[config.mk]
export PLATFORM = sky130hd
export DESIGN_NAME = reference_diff_mutation_extractor_top
export DESIGN_NICKNAME = d
export VERILOG_FILES = /design/src/design/rdme_pkg.sv /design/src/design/rdme_decode.sv /design/src/design/rdme_queue.sv /design/src/design/reference_diff_mutation_extractor_top.sv
export SDC_FILE = /design/constraint.sdc
export NUM_CORES = 1
export LEC_CHECK = 0
export BUFFER_PORTS_ARGS = -buffer_cell sky130_fd_sc_hd__buf_2
export CAP_MARGIN = 20
export CORE_MARGIN = 10
export CORE_UTILIZATION = 35
export CTS_BUF_LIST = sky130_fd_sc_hd__clkbuf_8
export DETAILED_ROUTE_END_ITERATION = 12
export GPL_TIMING_DRIVEN = 0
export PLACE_DENSITY = 0.47
export SETUP_SLACK_MARGIN = 0.4
export SLEW_MARGIN = 40
export SYNTH_ARGS = -nofsm -noshare
export SYNTH_HDL_FRONTEND = slang
export SYNTH_SLANG_ARGS = --single-unit
[constraint.sdc]
create_clock -name clk -period 8.51 [get_ports clk]
set_input_delay 0.4255 -clock clk [delete_from_list [all_inputs] [get_ports clk]]
set_output_delay 0.4255 -clock clk [all_outputs]
set_load 0.01 [all_outputs]
[src/design/rdme_pkg.sv]
// ----------------------------------------------------------------------------
// Reference diff mutation extractor package
// Shared widths, codes, record type and queue control type.
// ----------------------------------------------------------------------------
package rdme_pkg;

	localparam longint MAX_SEQ_LEN = 1048576;

	localparam int CHAR_W = 8;
	localparam int MODE_W = 3;
	localparam int CODE_W = 6;
	localparam int POS_W  = 20;
	localparam int LEN_W  = 21;

	localparam longint POS_SPAN = longint'(1) << POS_W;
	localparam longint LEN_MAX  = (longint'(1) << LEN_W) - 1;

	localparam logic [POS_W-1:0] POS_LAST =
		(MAX_SEQ_LEN < POS_SPAN) ? POS_W'(MAX_SEQ_LEN - 1) : '1;
	localparam logic [LEN_W-1:0] RUN_CAP =
		(MAX_SEQ_LEN < LEN_MAX) ? LEN_W'(MAX_SEQ_LEN) : '1;

	localparam logic [CODE_W-1:0] CODE_NONE     = 6'd0;
	localparam logic [CODE_W-1:0] CODE_UNKNOWN  = 6'd32;
	localparam logic [CODE_W-1:0] CODE_DELETION = 6'd33;

	localparam logic [CHAR_W-1:0] CHAR_GAP = 8'h2D;
	localparam logic [CHAR_W-1:0] CHAR_N   = 8'h4E;

	localparam int QUEUE_DEPTH = 4;
	localparam int QUEUE_AW    = $clog2(QUEUE_DEPTH);
	localparam int QUEUE_CW    = $clog2(QUEUE_DEPTH + 1);

	typedef enum logic [MODE_W-1:0] {
		MODE_DNA     = 3'd0,
		MODE_PROTEIN = 3'd1,
		MODE_BINARY  = 3'd2,
		MODE_MORPH   = 3'd3,
		MODE_UNKNOWN = 3'd4
	} alpha_mode_t;

	typedef enum logic [1:0] {
		RUN_NONE     = 2'd0,
		RUN_UNKNOWN  = 2'd1,
		RUN_DELETION = 2'd2
	} run_mode_t;

	typedef struct packed {
		logic [CODE_W-1:0] code;
		logic [POS_W-1:0]  start;
		logic [LEN_W-1:0]  len;
		logic              bad;
		logic              last;
	} rec_t;

	typedef struct packed {
		logic first;
		logic second;
	} queue_push_t;

endpackage

[src/design/rdme_decode.sv]
// ----------------------------------------------------------------------------
// Character decoder
// Converts one sequence character to a state code for the alphabet mode.
// ----------------------------------------------------------------------------
module rdme_decode (
	input  logic [rdme_pkg::CHAR_W-1:0] char_in,
	input  logic [rdme_pkg::MODE_W-1:0] mode,
	output logic [rdme_pkg::CODE_W-1:0] code,
	output logic                        bad
);
	import rdme_pkg::*;

	always_comb begin
		code = CODE_NONE;
		bad  = 1'b0;
		if (char_in == CHAR_GAP) begin
			code = CODE_DELETION;
		end else if (char_in == "?" || char_in == "." || char_in == "~") begin
			code = CODE_UNKNOWN;
		end else begin
			bad = 1'b1;
			case (mode)
				MODE_DNA: begin
					bad = 1'b0;
					case (char_in) inside
						"A":           code = 6'd0;
						"C":           code = 6'd1;
						"G":           code = 6'd2;
						"T", "U":      code = 6'd3;
						"R":           code = 6'd8;
						"Y":           code = 6'd13;
						"O", "N", "X": code = CODE_UNKNOWN;
						"W":           code = 6'd12;
						"S":           code = 6'd9;
						"M":           code = 6'd6;
						"K":           code = 6'd15;
						"B":           code = 6'd17;
						"H":           code = 6'd14;
						"D":           code = 6'd16;
						"V":           code = 6'd10;
						default:       bad  = 1'b1;
					endcase
				end
				MODE_PROTEIN: begin
					bad = 1'b0;
					case (char_in) inside
						"A":                code = 6'd0;
						"R":                code = 6'd1;
						"N":                code = 6'd2;
						"D":                code = 6'd3;
						"C":                code = 6'd4;
						"Q":                code = 6'd5;
						"E":                code = 6'd6;
						"G":                code = 6'd7;
						"H":                code = 6'd8;
						"I":                code = 6'd9;
						"L":                code = 6'd10;
						"K":                code = 6'd11;
						"M":                code = 6'd12;
						"F":                code = 6'd13;
						"P":                code = 6'd14;
						"S":                code = 6'd15;
						"T":                code = 6'd16;
						"W":                code = 6'd17;
						"Y":                code = 6'd18;
						"V":                code = 6'd19;
						"B":                code = 6'd20;
						"Z":                code = 6'd21;
						"J":                code = 6'd22;
						"*", "U", "O", "X": code = CODE_UNKNOWN;
						default:            bad  = 1'b1;
					endcase
				end
				MODE_BINARY: begin
					bad = 1'b0;
					case (char_in) inside
						"0":     code = 6'd0;
						"1":     code = 6'd1;
						default: bad  = 1'b1;
					endcase
				end
				MODE_MORPH: begin
					bad = 1'b0;
					case (char_in) inside
						["0":"9"]: code = CODE_W'(char_in - "0");
						["A":"V"]: code = CODE_W'(char_in - "A" + 8'd10);
						default:   bad  = 1'b1;
					endcase
				end
				default: bad = 1'b1;
			endcase
		end
	end

endmodule

[src/design/rdme_queue.sv]
// ----------------------------------------------------------------------------
// Record queue
// Small queue that takes up to two records per cycle and gives one.
// ----------------------------------------------------------------------------
module rdme_queue (
	input  logic                  clk,
	input  logic                  arst_n,
	input  rdme_pkg::queue_push_t push,
	input  rdme_pkg::rec_t        rec_first,
	input  rdme_pkg::rec_t        rec_second,
	input  logic                  pop,
	output rdme_pkg::rec_t        head,
	output logic                  not_empty,
	output logic                  room_two
);
	import rdme_pkg::*;

	rec_t                mem_q [QUEUE_DEPTH];
	logic [QUEUE_AW-1:0] wr_ptr_q;
	logic [QUEUE_AW-1:0] rd_ptr_q;
	logic [QUEUE_CW-1:0] count_q;
	logic [QUEUE_AW-1:0] wr_ptr_next;
	logic                do_pop;

	assign wr_ptr_next = wr_ptr_q + QUEUE_AW'(1);
	assign not_empty   = (count_q != '0);
	assign room_two    = (count_q <= QUEUE_CW'(QUEUE_DEPTH - 2));
	assign do_pop      = pop && not_empty;
	assign head        = mem_q[rd_ptr_q];

	always_ff @(posedge clk) begin
		if (push.first) begin
			mem_q[wr_ptr_q] <= rec_first;
		end
		if (push.second) begin
			mem_q[wr_ptr_next] <= rec_second;
		end
	end

	always_ff @(posedge clk or negedge arst_n) begin
		if (!arst_n) begin
			wr_ptr_q <= '0;
			rd_ptr_q <= '0;
			count_q  <= '0;
		end else begin
			wr_ptr_q <= wr_ptr_q + QUEUE_AW'(push.first) + QUEUE_AW'(push.second);
			rd_ptr_q <= rd_ptr_q + QUEUE_AW'(do_pop);
			count_q  <= count_q + QUEUE_CW'(push.first) + QUEUE_CW'(push.second)
				- QUEUE_CW'(do_pop);
		end
	end

endmodule

[src/design/reference_diff_mutation_extractor_top.sv]
// ----------------------------------------------------------------------------
// Reference diff mutation extractor
// Compares aligned sequence characters with the reference and emits
// mutation records, merging runs of unknown and gap characters.
// ----------------------------------------------------------------------------
// The input channel carries one sequence character, the reference character
// and an end-of-sequence flag per transaction. The output channel carries
// one mutation record per transaction; an input transaction causes zero, one
// or two records, and last_of_item marks the final one of them.
// An accepted transaction is held in an input register, is compared and
// decoded there, and its records enter a four-entry queue when it has room
// for two records; the first record is then offered at the queue head.
// A new input transaction is taken every cycle as long as the queue has room
// for two records; the output side drains one record per cycle while
// out_stall is low, so the sustained rate is one item per cycle for items
// with at most one record. When the receiver stalls, the queue fills and
// in_stall rises; the head record holds until it is taken. Reset clears
// the run state, the position counter, the queue and the alphabet mode
// (DNA). cfg_write_en writes the alphabet mode at the edge where it is high.
// ----------------------------------------------------------------------------
module reference_diff_mutation_extractor_top (
	input  logic                        clk,
	input  logic                        arst_n,
	input  logic                        cfg_write_en,
	input  logic [rdme_pkg::MODE_W-1:0] cfg_write_data,
	input  logic                        in_valid,
	output logic                        in_stall,
	input  logic [rdme_pkg::CHAR_W-1:0] seq_char,
	input  logic [rdme_pkg::CHAR_W-1:0] ref_char,
	input  logic                        end_of_sequence,
	output logic                        out_valid,
	input  logic                        out_stall,
	output logic [rdme_pkg::CODE_W-1:0] state_code,
	output logic [rdme_pkg::POS_W-1:0]  start_position,
	output logic [rdme_pkg::LEN_W-1:0]  run_length,
	output logic                        bad_char,
	output logic                        last_of_item
);
	import rdme_pkg::*;

	logic [MODE_W-1:0] alphabet_mode_q;
	logic              valid_s1;
	logic [CHAR_W-1:0] seq_s1;
	logic [CHAR_W-1:0] ref_s1;
	logic              eos_s1;

	run_mode_t         run_mode_q;
	logic [LEN_W-1:0]  run_count_q;
	logic [POS_W-1:0]  position_q;

	logic              in_accept;
	logic              advance;
	logic              room_two;
	logic              not_empty;
	rec_t              head;

	logic [CODE_W-1:0] dec_code;
	logic              dec_bad;

	run_mode_t         mode_next;
	logic [LEN_W-1:0]  count_next;
	logic [POS_W-1:0]  pos_next;
	queue_push_t       push;
	rec_t              rec_first;
	rec_t              rec_second;

	assign in_stall  = valid_s1 && !room_two;
	assign in_accept = in_valid && !in_stall;
	assign advance   = valid_s1 && room_two;

	always_ff @(posedge clk or negedge arst_n) begin
		if (!arst_n) begin
			alphabet_mode_q <= MODE_DNA;
		end else if (cfg_write_en) begin
			alphabet_mode_q <= cfg_write_data;
		end
	end

	always_ff @(posedge clk or negedge arst_n) begin
		if (!arst_n) begin
			valid_s1 <= 1'b0;
		end else if (in_accept) begin
			valid_s1 <= 1'b1;
		end else if (advance) begin
			valid_s1 <= 1'b0;
		end
	end

	always_ff @(posedge clk) begin
		if (in_accept) begin
			seq_s1 <= seq_char;
			ref_s1 <= ref_char;
			eos_s1 <= end_of_sequence;
		end
	end

	rdme_decode u_decode (
		.char_in (seq_s1),
		.mode    (alphabet_mode_q),
		.code    (dec_code),
		.bad     (dec_bad)
	);

	always_comb begin
		logic             mis;
		logic             is_n;
		logic             is_del;
		logic             cont;
		logic             flush;
		logic             single;
		logic             eos_flush;
		logic [POS_W-1:0] pos_plus;
		rec_t             r_flush;
		rec_t             r_single;
		rec_t             r_eos;

		mis       = (seq_s1 != ref_s1);
		is_n      = (seq_s1 == CHAR_N) && (alphabet_mode_q == MODE_DNA);
		is_del    = (seq_s1 == CHAR_GAP);
		mode_next = run_mode_q;
		count_next = run_count_q;
		flush     = 1'b0;
		single    = 1'b0;
		pos_plus  = position_q + POS_W'(1);

		r_flush.code  = (run_mode_q == RUN_UNKNOWN) ? CODE_UNKNOWN : CODE_DELETION;
		r_flush.start = position_q - run_count_q[POS_W-1:0];
		r_flush.len   = run_count_q;
		r_flush.bad   = 1'b0;
		r_flush.last  = 1'b0;

		r_single.code  = dec_code;
		r_single.start = position_q;
		r_single.len   = LEN_W'(1);
		r_single.bad   = dec_bad;
		r_single.last  = 1'b0;

		if (run_mode_q == RUN_UNKNOWN || run_mode_q == RUN_DELETION) begin
			cont = mis && ((run_mode_q == RUN_UNKNOWN) ? (seq_s1 == CHAR_N) : is_del);
			if (cont) begin
				if (run_count_q < RUN_CAP) begin
					count_next = run_count_q + LEN_W'(1);
				end
			end else begin
				flush     = 1'b1;
				mode_next = RUN_NONE;
			end
		end else begin
			cont      = 1'b0;
			mode_next = RUN_NONE;
		end

		if (!cont && mis) begin
			if (is_del) begin
				mode_next  = RUN_DELETION;
				count_next = LEN_W'(1);
			end else if (is_n) begin
				mode_next  = RUN_UNKNOWN;
				count_next = LEN_W'(1);
			end else begin
				single = 1'b1;
			end
		end

		eos_flush   = eos_s1 && (mode_next != RUN_NONE);
		r_eos.code  = (mode_next == RUN_UNKNOWN) ? CODE_UNKNOWN : CODE_DELETION;
		r_eos.start = pos_plus - count_next[POS_W-1:0];
		r_eos.len   = count_next;
		r_eos.bad   = 1'b0;
		r_eos.last  = 1'b0;

		if (eos_s1) begin
			mode_next  = RUN_NONE;
			count_next = '0;
			pos_next   = '0;
		end else begin
			pos_next = (position_q == POS_LAST) ? '0 : pos_plus;
		end

		if (flush) begin
			rec_first  = r_flush;
			rec_second = single ? r_single : r_eos;
		end else begin
			rec_first  = single ? r_single : r_eos;
			rec_second = r_eos;
		end

		push.first  = advance && (flush || single || eos_flush);
		push.second = advance && flush && (single || eos_flush);
		rec_first.last  = !(flush && (single || eos_flush));
		rec_second.last = 1'b1;
	end

	always_ff @(posedge clk or negedge arst_n) begin
		if (!arst_n) begin
			run_mode_q  <= RUN_NONE;
			run_count_q <= '0;
			position_q  <= '0;
		end else if (advance) begin
			run_mode_q  <= mode_next;
			run_count_q <= count_next;
			position_q  <= pos_next;
		end
	end

	rdme_queue u_queue (
		.clk        (clk),
		.arst_n     (arst_n),
		.push       (push),
		.rec_first  (rec_first),
		.rec_second (rec_second),
		.pop        (!out_stall),
		.head       (head),
		.not_empty  (not_empty),
		.room_two   (room_two)
	);

	assign out_valid      = not_empty;
	assign state_code     = head.code;
	assign start_position = head.start;
	assign run_length     = head.len;
	assign bad_char       = head.bad;
	assign last_of_item   = head.last;

	a_second_needs_first: assert property (@(posedge clk) disable iff (!arst_n)
		push.second |-> push.first)
		else $error("second record pushed without a first record");

	a_eos_clears_state: assert property (@(posedge clk) disable iff (!arst_n)
		advance && eos_s1 |=> run_mode_q == RUN_NONE && run_count_q == '0 &&
			position_q == '0)
		else $error("run state not cleared after end of sequence");

	a_bad_is_single: assert property (@(posedge clk) disable iff (!arst_n)
		out_valid && bad_char |-> run_length == LEN_W'(1) && state_code == CODE_NONE)
		else $error("error record with run length other than one");

	a_open_run_nonzero: assert property (@(posedge clk) disable iff (!arst_n)
		run_mode_q != RUN_NONE |-> run_count_q != '0)
		else $error("open run with zero length");

endmodule
==> reports/metrics.cfg <==
[status]
outcome=complete, no violations

[synth]
yosysSeqAreaShare_pct=46.9
synth_edf_count=209
yosysWarnings=0
ys_async_sr_fraction_pct=20.2
syn_inst=1550
synth_nets=1634
ys_types=101
synth_area_um2=16400
ys_ff_latch=267
syn_area_per_cell_um2=10.6
synth_ff_type=edfxtp_1

[global_routing]
grt_max_degree=46
grt_pass1_wl_mm=85.9
grtUsageTotal_pct=19.8
grt_pass1_vias=13459
grt_overflow=0
antenna_found_initial=0

[timing]
period_needed_ns=6.36
rsz0062_at_grt=false
tightest_slew_ns=0.833
fin_crit_sh_pct=74.7
setup-tns-final_ns=0
drv_slew=0
slew_headroom_pct=43.9
setup_viol=0
timing_hold_violations_final=0
skew_ns=0.0273
max_freq_mhz=157

[job]
maxCapViolCount=0

[route]
antenna_left=0
drt_wl_total_mm=57.0
dr.pass1.iters=5
vias=13408
drt_iter0_markers=1203
wl_per_cell_um=24.3
drc_errors=0
vias_per_cell=5.72

[clocking]
cts.path.max_buffers=3
cts.repair.resized=0
clock_latency_ns=0.63
cts_buffers=47
htree_levels=2
cts_root_buf=clkbuf_8
clkTransAtPathRegs_ns=0.06
clock-sinks=267
cts_tree=built

[floorplan]
fp.dieH_um=237
rows=79
io_pins=76
core_um2=46500
die_area_um2=56100
initial_utilization_pct=35.4
die_w_um=237

[power]
ir_drop_v=0.000146
pwr-share-clk_pct=21.5
finalPower_uw=5420
power.density_nw_per_um2=288
swShare_pct=40.9
p_sw_uw=2220
p_int_uw=3200
seqPwrFrac_pct=33.0
power_frac_comb_pct=45.4
leakage_uw=0.00676

[setup_path]
crit_path_end_kind=flip-flop
path_max_fanout=10
arrival_ns=6.70
crit_required_ns=8.85
worstSetupPathType=reg -> reg
critPathLaunchType=flip-flop

[finish]
seq_area_um2=7710
multiInputGateArea_um2=8120
area.growth.synth_to_final_pct=14.6
drive_above_1_share_pct=16.9
nets=1784
fill_cells=4587
fin_util_pct=40.6
antenna_cells=0
final_cell_mix=edfxtp_1, nor2_1, buf_2
final_common_cell=edfxtp_1

[place]
dp_hpwl_mm=42.4
gp_congestion=0.947
portBuffers=75

[min_path]
min_path_type=in -> reg

==> metrics by stage <==
step / hold WS [ns] / instance area, um^2 / cells / setup WS [ns]
finish: 0.0427 / 18800 / 2343 / 2.15
global route: 0.0198 / 18800 / 2343 / 1.72
CTS: 0.000354 / 18800 / 2342 / 1.94
detailed placement: 0.271 / 17800 / 2239 / 1.98
global placement: 0.443 / 17600 / 2232 / 1.88
floorplan: 0.130 / 16400 / 1550 / 3.70
==> worst paths after layout <==
path	start	end	slack, ns	cells past startpoint
min reg2reg	u_queue.mem_q[2][0]	u_queue.mem_q[2][0]	0.47	1
max in group asynchronous	arst_n	run_count_q[3]	7.81	3
min in group asynchronous	arst_n	valid_s1	0.20	2
min	cfg_write_data[2]	alphabet_mode_q[2]	0.04	2
max	seq_s1[1]	u_queue.mem_q[0][42]	2.15	21
max reg2reg	seq_s1[1]	u_queue.mem_q[0][42]	2.15	21
==> registers in the layout (all words and copies together) (netlist names) <==
| name | flops |
|---|---|
| u_queue.wr_ptr_q | 2 |
| ref_s1 | 8 |
| seq_s1 | 8 |
| alphabet_mode_q | 3 |
| position_q | 20 |
| u_queue.count_q | 3 |
| u_queue.mem_q | 196 |
| run_count_q | 21 |
| u_queue.rd_ptr_q | 2 |
| eos_s1 | 1 |
| valid_s1 | 1 |
| run_mode_q | 2 |
==> worst max-delay path, stage by stage, from the launching register on <==
cell	delay (ns)
edfxtp_1	0.42
clkbuf_1	0.23
inv_1	0.15
ha_1	0.15
buf_2	0.24
nand4b_4	0.15
o32a_4	0.44
o21a_1	0.20
o21ai_0	0.16
clkbuf_1	0.52
clkbuf_1	0.38
o21ai_0	0.33
ha_1	0.45
o21a_1	0.22
a311o_1	0.30
a21oi_1	0.13
or2_1	0.23
buf_2	0.15
a311oi_1	0.37
xnor2_1	0.19
a221oi_2	0.50
o22ai_1	0.14
==> layer usage <==
metal | track usage [%] | up-vias | routed length, um
li1 | - | 6191 | -
met1 | 27.0 | 6644 | 25200
met2 | 32.2 | 488 | 26800
met3 | 2.89 | 85 | 3540
met4 | 5.52 | 0 | 1410
met5 | 0 | - | 0
==> cell type report <==
cell class | instances | share of cell area (%)
multi-input cells | 1131 | 43.1
flip-flops and latches | 267 | 40.9
well taps | 607 | 4.03
repair buffers | 101 | 3.67
clock buffers | 47 | 3.43
plain buffers | 101 | 2.56
clock inverters | 38 | 1.29
inverters | 51 | 1.02
==> repair_timing <==
| action | in CTS | in global routing |
|---|---|---|
| hold buffers | 18 | 0 |
| hold endpoints to repair | 71 | 0 |
| setup endpoints to repair | 0 | 0 |
| setup buffers | 0 | 0 |
==> power groups by stage <==
stage	Combinational, uW	Sequential (uW)	Clock [uW]
CTS	2480	1790	1200
detailed placement	2470	1820	0
finish	2460	1790	1170
global placement	2420	1840	0
global route	2670	1820	1260
floorplan	1590	1790	0
==> synthesized netlist by cell type (all sizes together), types with 9 or more instances <==
cell type	count	share of area [%]
nor4	9	0.38
a21oi	75	2.4
buf	55	1.8
xor2	17	0.91
mux4	49	6.7
ha	54	4.1
o21a	17	0.78
a22oi	11	0.50
mux2i	21	1.3
nor2b	15	0.57
and3	16	0.61
nor3	29	1.0
o21ai	80	2.4
o211ai	11	0.50
a31oi	18	0.80
xnor2	59	3.1
clkbuf	46	1.1
o22ai	97	3.7
nand2	120	3.0
nor2	195	4.5
a32o	16	0.97
nand2b	19	0.72
a21o	17	0.82
inv	50	1.1
dfrtp	54	8.2
nand4	15	0.61
nand3	39	1.3
edfxtp	209	38
or3	9	0.37
==> logic make-up after synthesis <==
group | Yosys count | synth area share [%]
and+or+nand+nor | 504 | 15.0
xor gates and xnor gates | 76 | 4.05
muxes | 75 | 8.33
buffers and inverters | 152 | 4.06
adders and majority gates | 59 | 4.72
AOI/OAI and AO/OA | 417 | 16.9
DFF | 267 | 46.9
(Power assumes the default switching activity.)
